File: src/u8dec_pkg.sv
// Shared types and constants for the UTF-8 stream decoder.
`default_nettype none

package u8dec_pkg;

    localparam int ByteWidth = 8;
    localparam int CpWidth   = 21;

    typedef logic [ByteWidth-1:0] byte_t;
    typedef logic [CpWidth-1:0]   cp_t;

    localparam cp_t ReplacementChar = 21'h00FFFD;

    // Decoder state carried from item to item.
    typedef struct packed {
        logic [1:0] pending;
        cp_t        partial;
        logic       err;
    } dec_state_t;

    // Result of one decode step.
    typedef struct packed {
        logic emit;
        cp_t  code_point;
        logic bad;
        logic final_flag;
        logic ok;
    } dec_result_t;

endpackage

`default_nettype wire

File: src/u8dec_step.sv
// One-byte UTF-8 decode step: next state and optional result.
`default_nettype none

module u8dec_step (
    input  u8dec_pkg::dec_state_t  cur_state,
    input  u8dec_pkg::byte_t       data_byte,
    input  logic                   buffer_end,
    output u8dec_pkg::dec_state_t  next_state,
    output u8dec_pkg::dec_result_t result
);
    import u8dec_pkg::*;

    dec_state_t st;
    logic       emit;
    logic       bad;
    cp_t        cp;
    cp_t        shifted;

    assign shifted = {cur_state.partial[CpWidth-7:0], data_byte[5:0]};

    always_comb begin
        st   = cur_state;
        emit = 1'b0;
        bad  = 1'b0;
        cp   = '0;

        if (cur_state.pending == 2'd0) begin
            if (data_byte inside {[8'h00:8'h7F]}) begin
                cp   = cp_t'(data_byte);
                emit = 1'b1;
            end else if (data_byte inside {[8'hC0:8'hDF]}) begin
                st.partial = cp_t'(data_byte[4:0]);
                st.pending = 2'd1;
            end else if (data_byte inside {[8'hE0:8'hEF]}) begin
                st.partial = cp_t'(data_byte[3:0]);
                st.pending = 2'd2;
            end else if (data_byte inside {[8'hF0:8'hF7]}) begin
                st.partial = cp_t'(data_byte[2:0]);
                st.pending = 2'd3;
            end else begin
                bad  = 1'b1;
                emit = 1'b1;
            end
        end else begin
            if (data_byte inside {[8'h80:8'hBF]}) begin
                st.pending = cur_state.pending - 2'd1;
                if (cur_state.pending == 2'd1) begin
                    cp         = shifted;
                    st.partial = '0;
                    emit       = 1'b1;
                end else begin
                    st.partial = shifted;
                end
            end else begin
                bad        = 1'b1;
                emit       = 1'b1;
                st.pending = 2'd0;
                st.partial = '0;
            end
        end

        // buffer ends inside a sequence
        if (buffer_end && !emit) begin
            bad  = 1'b1;
            emit = 1'b1;
        end

        if (bad) begin
            cp     = ReplacementChar;
            st.err = 1'b1;
        end

        result.emit       = emit;
        result.code_point = cp;
        result.bad        = bad;
        result.final_flag = buffer_end;
        result.ok         = buffer_end && !st.err;

        next_state = buffer_end ? dec_state_t'('0) : st;
    end

endmodule

`default_nettype wire

File: src/utf8_stream_decoder.sv
// UTF-8 stream decoder top level: input register, decode step, result register.
//
//   channel   dir  tdata                        tuser                       tlast
//   s_axis    in   [7:0] data_byte              -                           buffer_end
//   m_axis    out  [20:0] code_point, zero pad  [0] bad_sequence [1] ok     final_result
//
// One byte per cycle unless m_axis stalls; bytes pass input then result register.
// The decode step is a single combinational pass between the input and result registers.
// Synchronous active-low reset clears valids and decoder state.
// A stalled result holds the input register, so s_axis_tready drops while both are full.
// m_axis_tready reaches s_axis_tready combinationally.
`default_nettype none

module utf8_stream_decoder (
    input  logic        aclk,
    input  logic        aresetn,
    input  logic        s_axis_tvalid,
    output logic        s_axis_tready,
    input  logic [7:0]  s_axis_tdata,   // [7:0] data_byte
    input  logic        s_axis_tlast,   // buffer_end
    output logic        m_axis_tvalid,
    input  logic        m_axis_tready,
    output logic [23:0] m_axis_tdata,   // [20:0] code_point, [23:21] zero
    output logic [1:0]  m_axis_tuser,   // [0] bad_sequence, [1] buffer_ok
    output logic        m_axis_tlast    // final_result
);
    import u8dec_pkg::*;

    logic        in_valid_reg, in_valid_next;
    byte_t       in_byte_reg;
    logic        in_last_reg;
    dec_state_t  state_reg, state_next;
    logic        m_valid_reg, m_valid_next;
    cp_t         m_cp_reg;
    logic        m_bad_reg;
    logic        m_last_reg;
    logic        m_ok_reg;

    logic        out_free;
    logic        step_fire;
    logic        in_fire;
    dec_result_t res;

    assign out_free      = !m_valid_reg || m_axis_tready;
    assign step_fire     = in_valid_reg && out_free;
    assign s_axis_tready = !in_valid_reg || out_free;
    assign in_fire       = s_axis_tvalid && s_axis_tready;

    u8dec_step u_step (
        .cur_state  (state_reg),
        .data_byte  (in_byte_reg),
        .buffer_end (in_last_reg),
        .next_state (state_next),
        .result     (res)
    );

    always_comb begin
        in_valid_next = in_valid_reg;
        if (in_fire) begin
            in_valid_next = 1'b1;
        end else if (step_fire) begin
            in_valid_next = 1'b0;
        end

        m_valid_next = m_valid_reg;
        if (step_fire) begin
            m_valid_next = res.emit;
        end else if (m_axis_tready) begin
            m_valid_next = 1'b0;
        end
    end

    always_ff @(posedge aclk) begin
        if (!aresetn) begin
            in_valid_reg <= 1'b0;
            m_valid_reg  <= 1'b0;
            state_reg    <= '0;
        end else begin
            in_valid_reg <= in_valid_next;
            m_valid_reg  <= m_valid_next;
            if (step_fire) begin
                state_reg <= state_next;
            end
        end
    end

    always_ff @(posedge aclk) begin
        if (in_fire) begin
            in_byte_reg <= s_axis_tdata;
            in_last_reg <= s_axis_tlast;
        end
        if (step_fire && res.emit) begin
            m_cp_reg   <= res.code_point;
            m_bad_reg  <= res.bad;
            m_last_reg <= res.final_flag;
            m_ok_reg   <= res.ok;
        end
    end

    assign m_axis_tvalid = m_valid_reg;
    assign m_axis_tdata  = {3'b000, m_cp_reg};
    assign m_axis_tuser  = {m_ok_reg, m_bad_reg};
    assign m_axis_tlast  = m_last_reg;

    a_bad_is_replacement: assert property (@(posedge aclk) disable iff (!aresetn)
        m_valid_reg && m_bad_reg |-> m_cp_reg == ReplacementChar)
        else $error("bad item without replacement code point");

    a_ok_only_final: assert property (@(posedge aclk) disable iff (!aresetn)
        m_valid_reg && m_ok_reg |-> m_last_reg && !m_bad_reg)
        else $error("buffer ok on non-final or bad item");

    a_final_clears_state: assert property (@(posedge aclk) disable iff (!aresetn)
        step_fire && in_last_reg |=> state_reg == dec_state_t'('0))
        else $error("state not cleared after buffer end");

    a_final_emits: assert property (@(posedge aclk) disable iff (!aresetn)
        step_fire && in_last_reg |=> m_valid_reg && m_last_reg)
        else $error("buffer end produced no final item");

endmodule

`default_nettype wire

File: config.mk
export PLATFORM = sky130hd
export DESIGN_NAME = utf8_stream_decoder
export DESIGN_NICKNAME = d
export VERILOG_FILES = /design/src/u8dec_pkg.sv /design/src/u8dec_step.sv /design/src/utf8_stream_decoder.sv
export SDC_FILE = /design/constraint.sdc
export NUM_CORES = 1
export LEC_CHECK = 0
export BUFFER_PORTS_ARGS = -buffer_cell sky130_fd_sc_hd__buf_2
export CAP_MARGIN = 20
export CORE_ASPECT_RATIO = 0.6
export CORE_MARGIN = 5
export CORE_UTILIZATION = 45
export DETAILED_ROUTE_END_ITERATION = 7
export PLACE_DENSITY = 0.72
export SLEW_MARGIN = 20
export SYNTH_ARGS = -nofsm -noshare
export SYNTH_HDL_FRONTEND = slang
export SYNTH_SLANG_ARGS = --single-unit
File: constraint.sdc
create_clock -name aclk -period 2.55 [get_ports aclk]
set_input_delay 0.1275 -clock aclk [delete_from_list [all_inputs] [get_ports aclk]]
set_output_delay 0.1275 -clock aclk [all_outputs]
set_load 0.005 [all_outputs]
After elaboration in Yosys (flattened, before gate mapping) --
Cells that the tools add are included. Widths: inputs -> output; s select.
Operators by class: mux-type cells 29, magnitude comparators 10, eq/ne operators 3, add/sub/neg operators 1, reduce and logical (&&, ||, !) cells 20
Operator list (count):
- $mux 23 | 6
- $mux 21 | 4
- $ge 8x8->1 const B | 4
- $le 8x8->1 const B | 4
- $mux 24 | 1
- $mux 1 | 17
- $logic_and 1x1->1 | 10
- $ge 8x1->1 const B | 1
- $le 8x7->1 const B | 1
- $mux 8 | 1
- $ne 5x5->1 const B | 1
- $logic_not 1->1 | 4
- $reduce_bool 2->1 | 2
- $ne 3x3->1 const B | 1
- $reduce_and 3->1 | 1
- $eq 2x1->1 const B | 1
- $logic_not 2->1 | 1
- $logic_or 1x1->1 | 2
- $sub 2x1->2 const B | 1
Word-level totals: bits of input ports 13, register bits 53, output and inout port bits 29

Depth between registers and ports, before layout --
depth in word-level cells 13, mapped depth 7, mapped depth without buffers 6

Modules after synthesis --
From an unflattened synthesis, not the netlist that was laid out.
Second synthesis, totals: cells, all modules 279, area, all modules 2890.3 um^2
By module, submodules not included:
- utf8_stream_decoder | seq. area each 1511.4 um^2, cells an instance 156, instances 1, area an instance 2110.8 um^2
- u8dec_step | seq. area each 0.0 um^2, cells an instance 123, instances 1, area an instance 779.5 um^2

Worst setup path after synthesis --
No wires, ideal clock.
path kind reg2reg, start reg state_reg[22] in the netlist's numbering, end reg m_last_reg (netlist: m_axis_tlast) (enable), slack 98 ps, arrival time 2048 ps, cell stages (with the launch flop) 7, data required time 2145 ps, clock period less this slack 2452 ps, cells stage by stage dfxtp_1 > inv_1 > ha_1 > buf_2 > o21a_1 > a21oi_1 > nor2_1
Between the ends: cells in the longest elaborated chain, start to end 8
RTL lines:
- start: declaration | line utf8_stream_decoder.sv:32 | dec_state_t state_reg, state_next;
- start signal: assignment | line utf8_stream_decoder.sv:82 | state_reg <= state_next;
- $eq 2x1->1 | line u8dec_step.sv:47 | if (cur_state.pending == 2'd1) begin
- $mux 1 | line u8dec_step.sv:47
- $mux 1 | line u8dec_step.sv:45 | if (data_byte inside {[8'h80:8'hBF]}) begin
- $mux 1 * | line u8dec_step.sv:27 | if (cur_state.pending == 2'd0) begin
- $logic_not 1->1 | line u8dec_step.sv:63 | if (buffer_end && !emit) begin
- $logic_and 1x1->1 | line u8dec_step.sv:63
- $mux 1 * | line u8dec_step.sv:63
- $logic_and 1x1->1 * | line utf8_stream_decoder.sv:92 | if (step_fire && res.emit) begin
- end signal: assignment | line utf8_stream_decoder.sv:95 | m_last_reg <= res.final_flag;
- end: declaration | line utf8_stream_decoder.sv:36 | logic m_last_reg;
Every way passes the cells marked *; elsewhere a longest branch is shown, timed or not. A chain may end at the register's enable or synchronous reset.

Worst setup path after layout --
start reg state_reg[23] in the netlist's numbering, end reg m_cp_reg[4] (enable)
Between the ends: cells in the longest elaborated chain, start to end 8
RTL lines:
- $eq 2x1->1 | line u8dec_step.sv:47
- $mux 1 | line u8dec_step.sv:47
- $mux 1 | line u8dec_step.sv:45
- $mux 1 * | line u8dec_step.sv:27
- $logic_not 1->1 | line u8dec_step.sv:63
- $logic_and 1x1->1 | line u8dec_step.sv:63
- $mux 1 * | line u8dec_step.sv:63
- $logic_and 1x1->1 * | line utf8_stream_decoder.sv:92
- end signal: assignment | line utf8_stream_decoder.sv:93 | m_cp_reg <= res.code_point;
- end: declaration | line utf8_stream_decoder.sv:34 | cp_t m_cp_reg;
Marks and branches as above.

==> impl_metrics.yaml <==
timing:
  grt_setup_unrepaired: "false"
  max_freq_ghz: 0.5035
  relSlewSlack_pct: 46.26
  slew_violations: 0
  hold_viol_final: 0
  worst_pin_slew_ps: 806.1
  skew_ps: 7.685
  period_share_pct: 77.89
  finalWorstSetupSlack_ps: 563.8
  min_period_ps: 1986
  setup_viol: 0
  setup_tns_ps: 0
logic_synthesis:
  synthDistinctLibCells: 46
  synth_common_cells: "edfxtp_1, dfxtp_1, o21ai_0"
  synth_top_flop_cell: "edfxtp_1"
  async_flop_share_pct: 0
  synthCells: 197
  yosysTopAreaCell: "edfxtp_1"
  ys_ff_latch: 53
  syn_area_per_cell_um2: 11.97
  yosysWarnings: 0
  yosysMostFrequentCell: "edfxtp_1"
  synth_top_cell_area_share_pct: 42.04
  syn_area_mm2: 0.002357
  synth_edf_count: 33
  yosysSeqAreaShare_pct: 59.02
  synth_area_leaders: "edfxtp_1, dfxtp_1, a21o_1"
worst_setup_path:
  required_ps: 2600
  ff2ff_path_depth: 6
  critPathArrivalTime_ps: 2030
  critical_path_class: "flip-flop to flip-flop"
  cp-startpoint: "state_reg[23]"
  worstSetupEndpointType: "flip-flop"
  cp_max_fo: 24
  crit_end: "m_cp_reg[4]"
  r2r_start: "state_reg[23]"
  r2r_end: "m_cp_reg[4]"
  reg2reg_slack_ps: 560
  worstSetupStartpointType: "flip-flop"
cts:
  clock_sinks: 53
  cts_resized: 0
  post-cts-setup-buffer-count: 0
  cts_root_buf: "clkbuf_8"
  cts_buffer_depth: 2
  hold_buffers: 9
  path_clk_slew_ps: 90
  clock_latency_ps: 310
  cts_max_level: 2
  cts_tree: "yes"
  cts_buffers: 5
layout:
  seqCellArea_mm2: 0.001391
  drive_gt1_share_pct: 25.94
  final_core_util_pct: 53.91
  largest_register_ffs: 21
  stdcell_count: 305
  area_growth_pct: 15.60
  diodes: 0
  fillers: 446
  num-nets-final: 253
  multi_input_area_um2: 832.0
  fin_area_mm2: 0.002725
run:
  maxCapViolCount: 0
drt:
  finalWirelength_um: 4815
  drcViolationCount: 0
  first_iter_violations: 65
  vias: 1658
  drt-pass1-iter-count: 4
  viasPerCell: 5.436
  final_antenna_net_count: 0
  routedWlPerCell_um: 15.79
pwr:
  leakage_uw: 0.001061
  power.density_mw_per_mm2: 602.1
  pwr-share-seq_pct: 59.5
  power_frac_comb_pct: 11.0
  p_switching_uw: 411.1
  ir_worst_vdd_mv: 0.3018
  clockPowerShare_pct: 29.5
  p_sw_share_pct: 25.05
  internal_power_uw: 1230
die:
  initial_core_util_pct: 46.63
  die_x_um: 103.4
  coreArea_mm2: 0.005055
  rows: 20
  ios: 42
  dieArea_mm2: 0.006833
  die_height_um: 66.06
placement:
  dp.cells: 288
  dpl_cell_area_mm2: 0.002545
  place_congestion: 0.8792
  dpl.hpwl_um: 3260
  numPortBuffers: 38
  dp_slack_ps: 561.1
run_status:
  outcome: "completed"
global_route:
  grt_overflow: 0
  grt_start_max_net_pins: 26
  antenna_found_initial: 0
  grt_pass1_wl_um: 8121
  grt_use_total_pct: 15.83
  grt_pass1_vias: 1659
min_path:
  hold_class: "primary input to flip-flop"
==> area by class of cell <==
| type | instances | share of cell area [%] |
|---|---|---|
| Sequential cell | 53 | 51.06 |
| Multi-Input combinational cell | 122 | 30.53 |
| Timing Repair Buffer | 51 | 11.39 |
| Tap cell | 66 | 3.030 |
| Clock buffer | 5 | 2.525 |
| Clock inverter | 3 | 0.7805 |
| Inverter | 5 | 0.6887 |
==> cells by family after synthesis <==
family	Yosys count	share of synthesized area, %
compound gates	63	19.06
simple gates	54	14.60
flops	53	59.02
buf+inv	24	6.104
fa+ha+maj	2	1.061
other cells	1	0.1591
==> per-stage QoR <==
stage	total power, uW	hold WS (ps)
detailed placement	1168	306.0
floorplan	1118	226.4
global route	1713	128.7
CTS	1653	51.75
finish	1641	56.05
global placement	1163	305.0
==> cells in the final DEF (no fill, tap or decap), drive strengths merged, types with 4 or more instances in the layout <==
master,Yosys,routed
buf,16,42
edfxtp,33,33
dfxtp,20,20
o21ai,18,18
a21o,14,14
nand4,12,12
nand2,12,12
a21boi,12,12
and2,10,10
dlygate4sd3,0,9
inv,5,6
a21oi,6,6
clkbuf,3,5
a32o,4,4
==> metal layers <==
metal | vias up | track usage (%) | share of wire (%)
li1 | 801 | - | -
met1 | 791 | 22.33 | 49
met2 | 56 | 23.57 | 43
met3 | 10 | 3.899 | 6.5
met4 | 0 | 5.493 | 1.7
met5 | - | 0 | 0
==> worst max-delay path, cell delays in order (launching register included) <==
cell and delay (ps):
dfxtp_1 330, inv_1 50, ha_1 240, or4b_1 550, a21oi_1 250, nor2_2 50, buf_4 250
==> worst min-delay path by stage <==
stage | from | end | slack (ps) | cells after the start
2_1_floorplan | s_axis_tdata[0] | in_byte_reg[0] | 230 | 0
4_1_cts | s_axis_tvalid | in_valid_reg | 50 | 3
3_3_place_gp | s_axis_tdata[4] | in_byte_reg[4] | 310 | 1
3_5_place_dp | s_axis_tdata[6] | in_byte_reg[6] | 310 | 1
5_1_grt | m_axis_tready | m_axis_tvalid | 130 | 4
6_report | s_axis_tvalid | in_valid_reg | 60 | 3
==> power groups by stage <==
stage | clock [uW] | sequential [uW] | combinational [uW]
CTS | 494 | 977 | 182
detailed placement | 0 | 997 | 171
floorplan | 0 | 990 | 128
finish | 484 | 977 | 181
global route | 529 | 982 | 202
global placement | 0 | 995 | 168
(Power assumes the default switching activity.)
